<file path="src/rtl/bilinear_texture_sampler_unit_macros.svh">
// Assertion macros used by the top level of the bilinear texture sampler RTL.
`ifndef BILINEAR_TEXTURE_SAMPLER_UNIT_MACROS_SVH
`define BILINEAR_TEXTURE_SAMPLER_UNIT_MACROS_SVH

// A condition that must hold in the same cycle as its trigger.
`define BTSU_ASSERT_NOW(label, clk, rst_n, ante, cons, msg) \
    label: assert property (@(posedge clk) disable iff (!rst_n) (ante) |-> (cons)) \
        else $error(msg);

// A condition that must hold in the cycle after its trigger.
`define BTSU_ASSERT_NEXT(label, clk, rst_n, ante, cons, msg) \
    label: assert property (@(posedge clk) disable iff (!rst_n) (ante) |=> (cons)) \
        else $error(msg);

`endif

</file>
<file path="src/rtl/btsu_pkg.sv">
// Types, constants and helper functions of the bilinear texture sampler.
`default_nettype none

package btsu_pkg;

    // Store geometry.
    localparam int MAX_DIM     = 64;
    localparam int MIP_LEVELS  = 7;
    localparam int WEIGHT_BITS = 8;

    localparam int DIM_W       = $clog2(MAX_DIM);
    localparam int SIZE_W      = DIM_W + 1;
    localparam int LEVEL_WORDS = MAX_DIM * MAX_DIM;
    localparam int STORE_WORDS = MIP_LEVELS * LEVEL_WORDS;
    localparam int ADDR_W      = $clog2(STORE_WORDS);

    // Field widths of the channels and the configuration port.
    localparam int LEVEL_W    = 3;
    localparam int TEX_XY_W   = 6;
    localparam int CH_W       = 8;
    localparam int NUM_CH     = 4;
    localparam int TEXEL_W    = CH_W * NUM_CH;
    localparam int COORD_W    = 17;
    localparam int COORD_FRAC = 16;
    localparam int CFG_W      = 7;
    localparam int CFG_IDX_W  = 1;

    // Coordinate arithmetic.
    localparam int PROD_W = COORD_W + SIZE_W;
    localparam int Q_W    = COORD_FRAC + SIZE_W;
    localparam logic [COORD_W-1:0] COORD_ONE  = COORD_W'(2 ** COORD_FRAC);
    localparam logic [PROD_W-1:0]  COORD_HALF = PROD_W'(2 ** (COORD_FRAC - 1));

    // Blend arithmetic.
    localparam int WT_W  = WEIGHT_BITS + 1;
    localparam int TOP_W = CH_W + WEIGHT_BITS + 1;
    localparam int ACC_W = TOP_W + WEIGHT_BITS + 1;
    localparam logic [WT_W-1:0]  WT_ONE    = WT_W'(2 ** WEIGHT_BITS);
    localparam logic [ACC_W-1:0] ACC_ROUND = ACC_W'(2 ** (2 * WEIGHT_BITS - 1));

    // Four neighbours: (x0,y0), (x1,y0), (x0,y1), (x1,y1).
    localparam int NBR = 4;

    // Operation codes.
    localparam logic FUNC_WRITE  = 1'b0;
    localparam logic FUNC_SAMPLE = 1'b1;

    // Configuration register indexes.
    localparam logic [CFG_IDX_W-1:0] REG_BASE_WIDTH  = CFG_IDX_W'(0);
    localparam logic [CFG_IDX_W-1:0] REG_BASE_HEIGHT = CFG_IDX_W'(1);

    typedef struct packed {
        logic                func;
        logic [LEVEL_W-1:0]  level;
        logic [TEX_XY_W-1:0] tex_x;
        logic [TEX_XY_W-1:0] tex_y;
        logic [CH_W-1:0]     texel_r;
        logic [CH_W-1:0]     texel_g;
        logic [CH_W-1:0]     texel_b;
        logic [CH_W-1:0]     texel_a;
        logic [COORD_W-1:0]  coord_u;
        logic [COORD_W-1:0]  coord_v;
    } t_req_item;

    typedef struct packed {
        logic valid;
        logic sample;
    } t_a_status;

    typedef struct packed {
        logic               en;
        logic [ADDR_W-1:0]  addr;
        logic [TEXEL_W-1:0] data;
    } t_mem_wr;

    typedef struct packed {
        logic [NBR-1:0][ADDR_W-1:0] addr;
        logic [WEIGHT_BITS-1:0]     s;
        logic [WEIGHT_BITS-1:0]     t;
    } t_rd_req;

    typedef struct packed {
        logic b_valid;
        logic c_load;
        logic d_load;
    } t_pipe_ctl;

    typedef struct packed {
        logic c_valid;
        logic d_valid;
    } t_blend_stat;

    typedef logic [NUM_CH-1:0][CH_W-1:0] t_rgba;

    // Size of one mip level: the base size shifted down, never below one texel.
    function automatic logic [SIZE_W-1:0] level_size(input logic [SIZE_W-1:0] base,
                                                     input logic [LEVEL_W-1:0] lvl);
        logic [SIZE_W-1:0] sz;
        sz = base >> lvl;
        if (sz == '0) begin
            sz = SIZE_W'(1);
        end
        return sz;
    endfunction

    // Linear store address of a texel.
    function automatic logic [ADDR_W-1:0] texel_addr(input logic [LEVEL_W-1:0] lvl,
                                                     input logic [DIM_W-1:0]   x,
                                                     input logic [DIM_W-1:0]   y);
        return ADDR_W'(lvl) * ADDR_W'(LEVEL_WORDS) + ADDR_W'(y) * ADDR_W'(MAX_DIM)
               + ADDR_W'(x);
    endfunction

endpackage

`default_nettype wire

</file>
<file path="src/rtl/btsu_coord.sv">
// Coordinate stage: level sizes, texel positions, weights and store addresses.
`default_nettype none

module btsu_coord import btsu_pkg::*; (
    input  wire logic              i_clk,
    input  wire logic              i_rst_n,
    input  wire logic              i_load,
    input  wire logic              i_accept,
    input  wire t_req_item         i_item,
    input  wire logic [SIZE_W-1:0] i_base_w,
    input  wire logic [SIZE_W-1:0] i_base_h,
    output t_a_status              o_stat,
    output t_mem_wr                o_wr,
    output t_rd_req                o_rd
);

    logic [LEVEL_W-1:0]  lvl_sat;
    logic                lvl_ok;
    logic [SIZE_W-1:0]   size_w;
    logic [SIZE_W-1:0]   size_h;
    logic [COORD_W-1:0]  u_sat;
    logic [COORD_W-1:0]  v_sat;
    logic [PROD_W-1:0]   qx_full;
    logic [PROD_W-1:0]   qy_full;

    logic                r_valid;
    logic                r_sample;
    logic                r_wr_ok;
    logic [LEVEL_W-1:0]  r_lvl;
    logic [TEX_XY_W-1:0] r_x;
    logic [TEX_XY_W-1:0] r_y;
    logic [TEXEL_W-1:0]  r_wdata;
    logic [Q_W-1:0]      r_qx;
    logic [Q_W-1:0]      r_qy;
    logic [SIZE_W-1:0]   r_w;
    logic [SIZE_W-1:0]   r_h;

    logic [SIZE_W-1:0]   qxi;
    logic [SIZE_W-1:0]   qyi;
    logic [SIZE_W-1:0]   x0;
    logic [SIZE_W-1:0]   x1;
    logic [SIZE_W-1:0]   y0;
    logic [SIZE_W-1:0]   y1;

    // Level saturation, level sizes and the scaled coordinates offset by half a texel.
    always_comb begin
        lvl_ok  = 32'(i_item.level) < 32'(MIP_LEVELS);
        lvl_sat = lvl_ok ? i_item.level : LEVEL_W'(MIP_LEVELS - 1);
        size_w  = level_size(i_base_w, lvl_sat);
        size_h  = level_size(i_base_h, lvl_sat);
        u_sat   = (i_item.coord_u > COORD_ONE) ? COORD_ONE : i_item.coord_u;
        v_sat   = (i_item.coord_v > COORD_ONE) ? COORD_ONE : i_item.coord_v;
        qx_full = PROD_W'(u_sat) * PROD_W'(size_w) + COORD_HALF;
        qy_full = PROD_W'(v_sat) * PROD_W'(size_h) + COORD_HALF;
    end

    // Stage valid bit.
    always_ff @(posedge i_clk) begin
        if (!i_rst_n) begin
            r_valid <= 1'b0;
        end else if (i_load) begin
            r_valid <= i_accept;
        end
    end

    // Stage payload.
    always_ff @(posedge i_clk) begin
        if (i_accept) begin
            r_sample <= (i_item.func == FUNC_SAMPLE);
            r_wr_ok  <= lvl_ok;
            r_lvl    <= lvl_sat;
            r_x      <= i_item.tex_x;
            r_y      <= i_item.tex_y;
            r_wdata  <= {i_item.texel_a, i_item.texel_b, i_item.texel_g, i_item.texel_r};
            r_qx     <= qx_full[Q_W-1:0];
            r_qy     <= qy_full[Q_W-1:0];
            r_w      <= size_w;
            r_h      <= size_h;
        end
    end

    // Neighbour positions clamped to the level's edges. The integer part of the
    // offset coordinate is one above the lower neighbour.
    always_comb begin
        qxi = r_qx[COORD_FRAC +: SIZE_W];
        qyi = r_qy[COORD_FRAC +: SIZE_W];

        if (qxi == '0) begin
            x0 = '0;
        end else if (qxi > r_w) begin
            x0 = r_w - SIZE_W'(1);
        end else begin
            x0 = qxi - SIZE_W'(1);
        end
        x1 = (qxi >= r_w) ? r_w - SIZE_W'(1) : qxi;

        if (qyi == '0) begin
            y0 = '0;
        end else if (qyi > r_h) begin
            y0 = r_h - SIZE_W'(1);
        end else begin
            y0 = qyi - SIZE_W'(1);
        end
        y1 = (qyi >= r_h) ? r_h - SIZE_W'(1) : qyi;
    end

    // Read addresses and weights of a sample.
    always_comb begin
        o_rd.addr[0] = texel_addr(r_lvl, x0[DIM_W-1:0], y0[DIM_W-1:0]);
        o_rd.addr[1] = texel_addr(r_lvl, x1[DIM_W-1:0], y0[DIM_W-1:0]);
        o_rd.addr[2] = texel_addr(r_lvl, x0[DIM_W-1:0], y1[DIM_W-1:0]);
        o_rd.addr[3] = texel_addr(r_lvl, x1[DIM_W-1:0], y1[DIM_W-1:0]);
        o_rd.s       = r_qx[COORD_FRAC-1 -: WEIGHT_BITS];
        o_rd.t       = r_qy[COORD_FRAC-1 -: WEIGHT_BITS];
    end

    // Write command of a texel write; a write to a level beyond the store is dropped.
    always_comb begin
        o_wr.en   = r_valid && !r_sample && r_wr_ok;
        o_wr.addr = texel_addr(r_lvl, DIM_W'(r_x), DIM_W'(r_y));
        o_wr.data = r_wdata;
    end

    assign o_stat.valid  = r_valid;
    assign o_stat.sample = r_sample;

endmodule

`default_nettype wire

</file>
<file path="config.mk">
export PLATFORM = sky130hd
export DESIGN_NAME = btsu_coord
export DESIGN_NICKNAME = d
export VERILOG_FILES = /design/src/rtl/bilinear_texture_sampler_unit_macros.svh /design/src/rtl/btsu_pkg.sv /design/src/rtl/btsu_coord.sv
export SDC_FILE = /design/constraint.sdc
export NUM_CORES = 1
export LEC_CHECK = 0
export CAP_MARGIN = 20
export CORE_MARGIN = 2
export CORE_UTILIZATION = 35
export DETAILED_ROUTE_END_ITERATION = 8
export DONT_BUFFER_PORTS = 1
export PLACE_DENSITY = 0.57
export SLEW_MARGIN = 20
export SYNTH_ARGS = -nofsm -noshare
export SYNTH_HDL_FRONTEND = slang
export SYNTH_SLANG_ARGS = --single-unit
export TNS_END_PERCENT = 5
</file>
<file path="constraint.sdc">
create_clock -name i_clk -period 12.1 [get_ports i_clk]
set_clock_uncertainty 0.2 [all_clocks]
set_input_delay 3.63 -clock i_clk [delete_from_list [all_inputs] [get_ports i_clk]]
set_output_delay 3.63 -clock i_clk [all_outputs]
set_load 0.03 [all_outputs]
</file>
* Word-level counts from Yosys, hierarchy flattened
Index checks and enable logic that the tools add are counted.
** Operators by class
- Add/sub/neg operators :: 14
- $mul :: 2
- $lt $le $gt $ge :: 7
- Shift operators :: 2
- Multiplexer cells :: 11
- Reduce and logical (&&, ||, !) cells :: 7
** Operators with widths (count)
- 15-bit by 6-bit adder with 15-bit output :: 5
- 23-bit by 16-bit adder with 23-bit output, second input constant :: 2
- 17-bit by 7-bit multiplier with 23-bit output :: 2
- 15-bit by 12-bit adder with 15-bit output :: 3
- 6-bit 2-to-1 mux :: 6
- 17-bit > comparator, second input constant :: 2
- 17-bit 2-to-1 mux :: 2
- 7-bit zero test :: 4
- 6-bit by 1-bit subtractor with 6-bit output, second input constant :: 4
- 7-bit greater-or-equal comparator :: 2
- 7-bit > comparator :: 2
- 7-bit 2-to-1 mux :: 2
- 7-bit by 3-bit right shift with 7-bit output :: 2
- 3-bit < comparator, second input constant :: 1
- 3-bit 2-to-1 mux :: 1
- 1-bit logical AND :: 2
- 1-bit zero test :: 1
** Storage, ports and cells
- Bits in registers :: 110
- Bits of input ports :: 100
- Output and inout port bits :: 126
- Word-level logic and storage cells :: 54

* Longest topological paths before layout
Gate-level depths: netlist (run 1).
- Depth in word-level cells :: 7
- Gate-level depth with buffers :: 26
- Gate-level depth less buffers :: 23

* Least setup slack after synthesis (run 1)
No wires, ideal clock.
- Path kind :: input -> register
- From :: input i_item[79] (netlist bit)
- To :: register r_qy[17] (data pin)
- Setup time :: 0.258 ns
- Arrival time :: 9.511 ns
- Data required time :: 11.642 ns
- Path slack :: 2.132 ns
- Stages :: 22
- Buffers on the path :: 4
- Cell sequence :: buf_2 > buf_1 > clkbuf_1 > a211oi_1 > a211oi_1 > clkbuf_1 > and3_1 > fa_1 > fa_1 > fa_1 > inv_1 > fa_1 > inv_1 > ha_1 > a21o_1 > a21o_1 > a2111oi_1 > o21ai_0 > and3_1 > a21o_2 > a21oi_1 > xnor2_1
** On the way
- Word-level cells in the longest chain between the ends :: 7
** RTL lines
- start, declared :: line btsu_coord.sv:9 : input wire t_req_item i_item,
- 3-bit < comparator :: line btsu_coord.sv:47 : lvl_ok = 32'(i_item.level) < 32'(MIP_LEVELS);
- 3-bit 2-to-1 mux (*) :: line btsu_coord.sv:48 : lvl_sat = lvl_ok ? i_item.level : LEVEL_W'(MIP_LEVELS - 1);
- 7-bit by 3-bit right shift with 7-bit output (*) :: line btsu_pkg.sv:99 : sz = base >> lvl;
- 7-bit zero test :: line btsu_pkg.sv:100 : if (sz == '0) begin
- 7-bit 2-to-1 mux (*) :: line btsu_pkg.sv:100
- net size_h[3] :: line btsu_coord.sv:20 : logic [SIZE_W-1:0] size_h;
- 17-bit by 7-bit multiplier with 23-bit output (*) :: line btsu_coord.sv:54 : qy_full = PROD_W'(v_sat) * PROD_W'(size_h) + COORD_HALF;
- 23-bit by 16-bit adder with 23-bit output (*) :: line btsu_coord.sv:54
- net qy_full[17] :: line btsu_coord.sv:24 : logic [PROD_W-1:0] qy_full;
- end signal, assigned :: line btsu_coord.sv:76 : r_qy <= qy_full[Q_W-1:0];
- end, declared :: line btsu_coord.sv:34 : logic [Q_W-1:0] r_qy;
Mark *: on every way through the listed nets, which the timed path passes. The rest lies on a longest branch.
A chain may end at the register's enable or synchronous reset.

* Worst setup path in the final report (run 1)
- From :: input i_item[78] (netlist bit)
- To :: register r_qy[17] (data pin)
The elaborated chain is that of the path after synthesis.

==> impl_results.md, run 1 <==
- Number of placement rows: 67
- Clock Tree Root: clkbuf_16
- Vias: approximately 8300
- Largest net degree at the start of global routing: 95
- CTS tree: yes
- Port-buffer cells: 0
- EDFF count, synth: between 90 and 100
- CP Data Arrival Time: around 10 ns
- Final Slew Violations: 0
- Total Wirelength: 29.9 mm
- Clk slew on worst S/H paths: around 0.080 ns
- Main synth FF type: edfxtp_1
- RSZ-0062 raised after global routing: false
- First-pass iteration count of the detailed router: 5
- Comb power frac: between 40% and 50%
- TritonCTS Buffers: 9
- Most frequent cells in the layout: inv_1 (197), nor2_1 (152), fa_1 (146)
- Max_cap viols: 0
- Die width: around 190 µm
- Post-synth net total: 1600
- Mapped Area: 12000 µm²
- Multi-input gate area: 7970 µm²
- Worst slack, placed: approximately 1.5 ns
- Worst-Margin Slew: 1.16 ns
- Setup CP Type: input pin to flip-flop
- Post-route DRC: 0
- Worst Path Max Fanout: 23
- Setup Viol. Count Final: 0
- Pwr/cell area: 114 nW/µm²
- Number of synthesized register bits: 94
- Slowest CP cell: a32oi_2
- Bufs on Longest Clock Path: 2
- Sequential power share: 34.8%
- Vias in the first global route: roughly 8700
- Tot GR Track Use: roughly 17%
- Core area: between 30000 and 40000 µm²
- ANT cells: 0
- Critical-path cell list: a21boi_1 -> mux2i_1 -> mux2i_1 -> a32oi_2 -> inv_1 -> o41a_1 -> nor2_1 -> ha_1 -> fa_1 -> inv_1 -> fa_1 -> inv_1 -> ha_1 -> a21o_1 -> a21o_1 -> a2111oi_1 -> o21ai_0 -> and3_1 -> a21o_2 -> a21oi_1 -> xnor2_1
- Nets: roughly 1500
- DIE HEIGHT: between 150 and 200 µm
- Slowest Stage Delay on Critical Path: ~0.89 ns
- Fill cells: between 3000 and 4000
- Routed wire length per instance: 18.4 µm
- Outcome: finished, final reports clean
- Die area: roughly 36000 µm²
- Reg area: roughly 2800 µm²
- Area grow syn2layout: 4.16%
- Post-CTS Repair Setup Buffers: 0
- Synth async-reset ratio: 0%
- Initial antenna violation count: 0
- CP endpoint kind: flip-flop
- P_leak: roughly 6.3 nW
- Gate Count Post-Synth: around 1200
- Switch Pwr: about 0.63 mW
- Placer Congestion: just over 0.9
- Number of I/O pins: roughly 230
- Layout cells sized above 1: roughly 6.7%
- Final HPWL DP: approximately 24 mm
- Hold Path Class: flip-flop to flip-flop
- Cell mode on critical path: inv_1
- Skew-Pair Late Insertion Delay: 0.37 ns
- FMAX: 97.5 MHz
- Starting Density: about 36%
- Worst reg-to-reg setup slack: 11.08 ns
- Required @ worst endpoint: 12.02 ns
- Setup TNS: 0 ns
- Fin crit share: between 80% and 90%
- DR vias/cell: between 5 and 6
- Critical Path Start Type: input pin
- Hold buffer count at CTS: 0
- Crit path time final: around 10 ns
- GRT overflow: 0
- Library cells used by synthesis: 70
- Synth warnings: 0
- Switching Fraction: between 40% and 50%
- Commonest non-fill, non-tap cell in the layout: inv_1
- Clock sink count: 94
- CTS resizes: 0
- H-tree depth: 3
- Avg Cell Area, Syn: between 9 and 10 µm²
- Initial DRC Count: about 570
- Clk pwr share: between 20% and 30%
- Sequential area share after synthesis: a little under a quarter
- Int Power: between 0.8 and 0.9 mW
- First-pass GRT wire length: approximately 48 mm
- Antenna Nets Post-Route: 0
- Relative slew slack: between 20% and 30%
- Final setup margin: around 1.8 ns
- Final Hold Fails: 0
- Maximum vdd drop: around 0.098 mV
==> metal layers <==
metal / share of wire, % / GRT usage [%]
met4: 2.4 / 6.14
met1: 47 / 23.7
met3: 6.0 / 4.10
met2: 45 / 26.3
met5: 0 / 0
==> worst max-delay path, delay by kind of cell <==
kind                       cells  cell delay, ns
AOI/OAI and AO/OA              9            3.66
adders and majority gates      4            1.61
and+or+nand+nor                2            0.47
buffers and inverters          3            0.37
muxes                          2            0.34
xor gates and xnor gates       1            0.07
==> logic make-up (layout without fill, tap and decap cells) <==
kind of cell,count (synthesis),count (layout),share of synthesized area (%)
compound gates,113,113,7.02
flops,94,94,23.3
mux,33,33,3.19
buf+inv,291,233,11.0
xor+xnor,47,47,3.42
fa+ha+maj,264,264,36.5
simple gates,394,394,15.5
==> final cells by class <==
cell class	count	area share (%)
Tap cell	448	4.47
Clock buffer	10	1.82
Inverter	199	5.95
Sequential cell	94	22.4
Clock inverter	6	0.748
Timing Repair Buffer	18	1.08
Multi-Input combinational cell	851	63.5
==> worst paths after layout <==
path / cells after the start / end / from
setup / recovery: 21 / r_qy[17] / i_item[78]
hold / removal: 2 / r_valid / r_valid
setup reg to reg: 2 / r_valid / r_valid
hold reg to reg: 2 / r_valid / r_valid
==> stage by stage <==
stage / std cells / util [%] / hold slack [ns] / total power, mW / area, µm²
6_report: 1626 / 37.2 / 0.487 / 1.43 / 12500
5_1_grt: 1626 / 37.2 / 0.535 / 1.53 / 12500
4_1_cts: 1626 / 37.2 / 0.493 / 1.45 / 12500
3_5_place_dp: 1610 / 36.3 / 0.482 / 1.11 / 12200
3_3_place_gp: 1610 / 36.3 / 0.467 / 1.11 / 12200
2_1_floorplan: 1236 / - / 0.299 / 1.05 / 12000
==> cells in the mapped netlist (2+ instances only) <==
cell type | instances | share of area [%]
a211oi_1 | 20 | 1.2
or4_1 | 2 | 0.12
and3_1 | 67 | 3.5
nor2b_1 | 13 | 0.68
mux4_2 | 3 | 0.56
clkbuf_1 | 30 | 0.93
nand2_1 | 78 | 2.4
clkinv_1 | 2 | 0.062
ha_1 | 118 | 12
nand3_1 | 28 | 1.2
xnor2_1 | 30 | 2.2
a21o_1 | 18 | 1.1
nor2_1 | 152 | 4.7
nand4_1 | 6 | 0.31
a31oi_1 | 3 | 0.16
nor4_1 | 11 | 0.57
nand2b_1 | 2 | 0.10
inv_1 | 197 | 6.1
and2_1 | 8 | 0.42
mux2_2 | 13 | 1.2
buf_1 | 2 | 0.062
or2_2 | 2 | 0.10
nor3_1 | 14 | 0.58
and4_1 | 2 | 0.15
o21ai_0 | 12 | 0.50
mux2i_1 | 17 | 1.4
edfxtp_1 | 93 | 23
o211ai_1 | 2 | 0.12
xor2_1 | 17 | 1.2
o21a_1 | 8 | 0.50
buf_4 | 54 | 3.4
o22ai_1 | 2 | 0.10
a21oi_2 | 2 | 0.15
fa_1 | 146 | 24
a21oi_1 | 24 | 1.0
buf_2 | 4 | 0.17
==> state kept, by name (all words and copies together), names as in the netlist <==
register	cells
r_h	7
r_lvl	3
r_qx	15
r_qy	15
r_sample	1
r_valid	1
r_w	7
r_wdata	32
r_wr_ok	1
r_x	6
r_y	6
==> power by group through the flow <==
| stage | clock [mW] | sequential [mW] | combinational [mW] |
|---|---|---|---|
| after detailed placement | 0 | 0.507 | 0.605 |
| after global routing | 0.351 | 0.504 | 0.678 |
| final | 0.327 | 0.499 | 0.607 |
| after floorplan | 0 | 0.465 | 0.582 |
| after global placement | 0 | 0.507 | 0.598 |
| after CTS | 0.341 | 0.500 | 0.612 |
Power figures use the tool's default switching activity.
==> inputs of run 2 (changes only) <==
Clock period 12.1 ns to 10.3 ns, I/O delays scaled along.
==> impl_results.md, run 2 (synthesis gave the netlist of run 1 again) <==
- Non-Filler Cell Area, Final: around 13000 µm²
- WHS Path Cells: 2
- Antenna Nets Post-Route: 0
- GRT overflow: 0
- Hold buffer count at CTS: 0
- Setup CP Type: input pin to flip-flop
- Setup TNS: 0 ns
- Pwr/cell area: about 130 nW/µm²
- Sequential power share: ~36%
- Largest net degree at the start of global routing: 95
- Number of I/O pins: 226
- Fill cells: 3410
- Relative slew slack: about a quarter
- Gr busiest metal: met2
- Clock Tree Root: clkbuf_16
- Switch Pwr: roughly 0.75 mW
- CP Data Arrival Time: 8.78 ns
- DIE HEIGHT: 190 µm
- Skew-Pair Late Insertion Delay: 0.38 ns
- Clk pwr share: ~21%
- FMAX: 113 MHz
- CP endpoint kind: flip-flop
- Met2 GRT Util: roughly 27%
- Crit path time final: 8.85 ns
- Post-route DRC: 0
- Comb power frac: 43.6%
- First-pass GRT wire length: about 47 mm
- Met1 usage: between 20% and 30%
- P_leak: around 6.2 nW
- Final Hold Fails: 0
- Layout cells sized above 1: 7.11%
- Vias in the first global route: between 8000 and 9000
- Largest reg by FF count: r_wdata
- Routed wire length per instance: ~18 µm
- Reg2reg start: r_valid
- Post-CTS Repair Setup Buffers: 0
- HP Start: r_valid
- Buf+Inv Stages, Crit Path: 4
- Bufs on Longest Clock Path: 2
- Die width: about 190 µm
- Largest registers: r_wdata x32, r_qx x15, r_qy x15
- Worst-Margin Slew: 1.15 ns
- Setup Viol. Count Final: 0
- Required @ worst endpoint: slightly above 10 ns
- Slowest CP cell: fa_1
- Vias: 8376
- Reg-to-Reg End: r_valid
- Final HPWL DP: between 20 and 25 mm
- Reg2reg path depth: 2
- First-pass iteration count of the detailed router: 5
- Hold Path End: r_valid
- Die area: about 36000 µm²
- DR vias/cell: between 5 and 6
- Initial DRC Count: between 500 and 600
- RSZ-0062 raised after global routing: false
- Critical path depth in cells: 22
- Initial antenna violation count: 0
- Max_cap viols: 0
- Area after DPL: roughly 12000 µm²
- Core area: 33700 µm²
- Int Power: around 0.89 mW
- Area grow syn2layout: 4.06%
- Clk slew on worst S/H paths: 0.08 ns
- Max reg flops: 32
- Cell mode on critical path: fa_1
- Number of placement rows: 67
- Cell family with most CP delay: adder cells
- Critical-path cell list: nor4_1 -> nand4_1 -> nand2_1 -> buf_4 -> nand2_1 -> nor2_1 -> fa_1 -> inv_1 -> fa_1 -> fa_1 -> fa_1 -> inv_1 -> ha_1 -> a21o_1 -> a21o_1 -> a2111oi_1 -> buf_4 -> o21ai_0 -> and3_1 -> a21o_2 -> a21oi_1 -> xnor2_1
- H-tree depth: 3
- CTS tree: yes
- Util after Layout: a little under two fifths
- Maximum vdd drop: roughly 0.09 mV
- CTS resizes: 0
- Final Slew Violations: 0
- Worst reg-to-reg setup slack: around 9.3 ns
- Starting Density: 35.8%
- GRT met3 Usage: under 10%
- Outcome: finished, final reports clean
- Commonest non-fill, non-tap cell in the layout: inv_1
- Tot GR Track Use: between 10% and 20%
- TritonCTS Buffers: 9
- Placer Congestion: between 0.8 and 0.9
- ANT cells: 0
- Hold Path Class: flip-flop to flip-flop
- Worst Path Max Fanout: 47
- Fin crit share: roughly 86%
- Switching Fraction: a little under half
- Critical Path Start Type: input pin
- Total Wirelength: just under 30 mm
- Slowest Stage Delay on Critical Path: approximately 0.51 ns
- Most frequent cells in the layout: inv_1 (197), nor2_1 (152), fa_1 (146)
- Port-buffer cells: 0
- Worst Hold Slack: a little under 0.5 ns
- Total Power: around 1.6 mW
- Clock sink count: between 90 and 100
- Nets: about 1500
[run 2: worst reg2reg max path, cell delays in order, from the launching register on]
cell,delay [ns]
dfxtp_1,0.52
mux2i_1,0.12
nor2b_1,0.12
[run 2: per-stage QoR]
stage,setup slack [ns],cells
2_1_floorplan,0.872,1236
3_3_place_gp,1.19,1614
3_5_place_dp,1.10,1614
4_1_cts,1.50,1630
5_1_grt,1.02,1630
6_report,1.45,1630
[run 2: power by group through the flow]
stage | Combinational, mW | Clock [mW] | Sequential [mW]
after floorplan | 0.683 | 0 | 0.546
after global placement | 0.711 | 0 | 0.596
after detailed placement | 0.715 | 0 | 0.596
after CTS | 0.723 | 0.355 | 0.588
after global routing | 0.796 | 0.366 | 0.592
final | 0.716 | 0.340 | 0.586
[run 2: layout make-up]
cell class,count,area (µm²),area share (%)
Clock buffer,9,225,1.80
Clock inverter,7,55.1,0.439
Inverter,199,747,5.96
Multi-Input combinational cell,851,7970,63.6
Sequential cell,94,2810,22.4
Tap cell,448,561,4.47
Timing Repair Buffer,22,165,1.32
[run 2: layer usage]
metal	part of all wire (%)	wire, µm
met5	0	0
met3	5.6	1630
met2	47	13600
met4	2.3	659
met1	46	13300
[run 2: worst max-delay path by stage]
stage / startpoint / to
finish: i_item[8] / r_qy[17]
CTS: i_item[78] / r_qy[17]
global placement: i_item[8] / r_qy[17]
global route: i_item[0] / r_qy[17]
detailed placement: i_item[78] / r_qy[17]
floorplan: i_item[79] / r_qy[17]
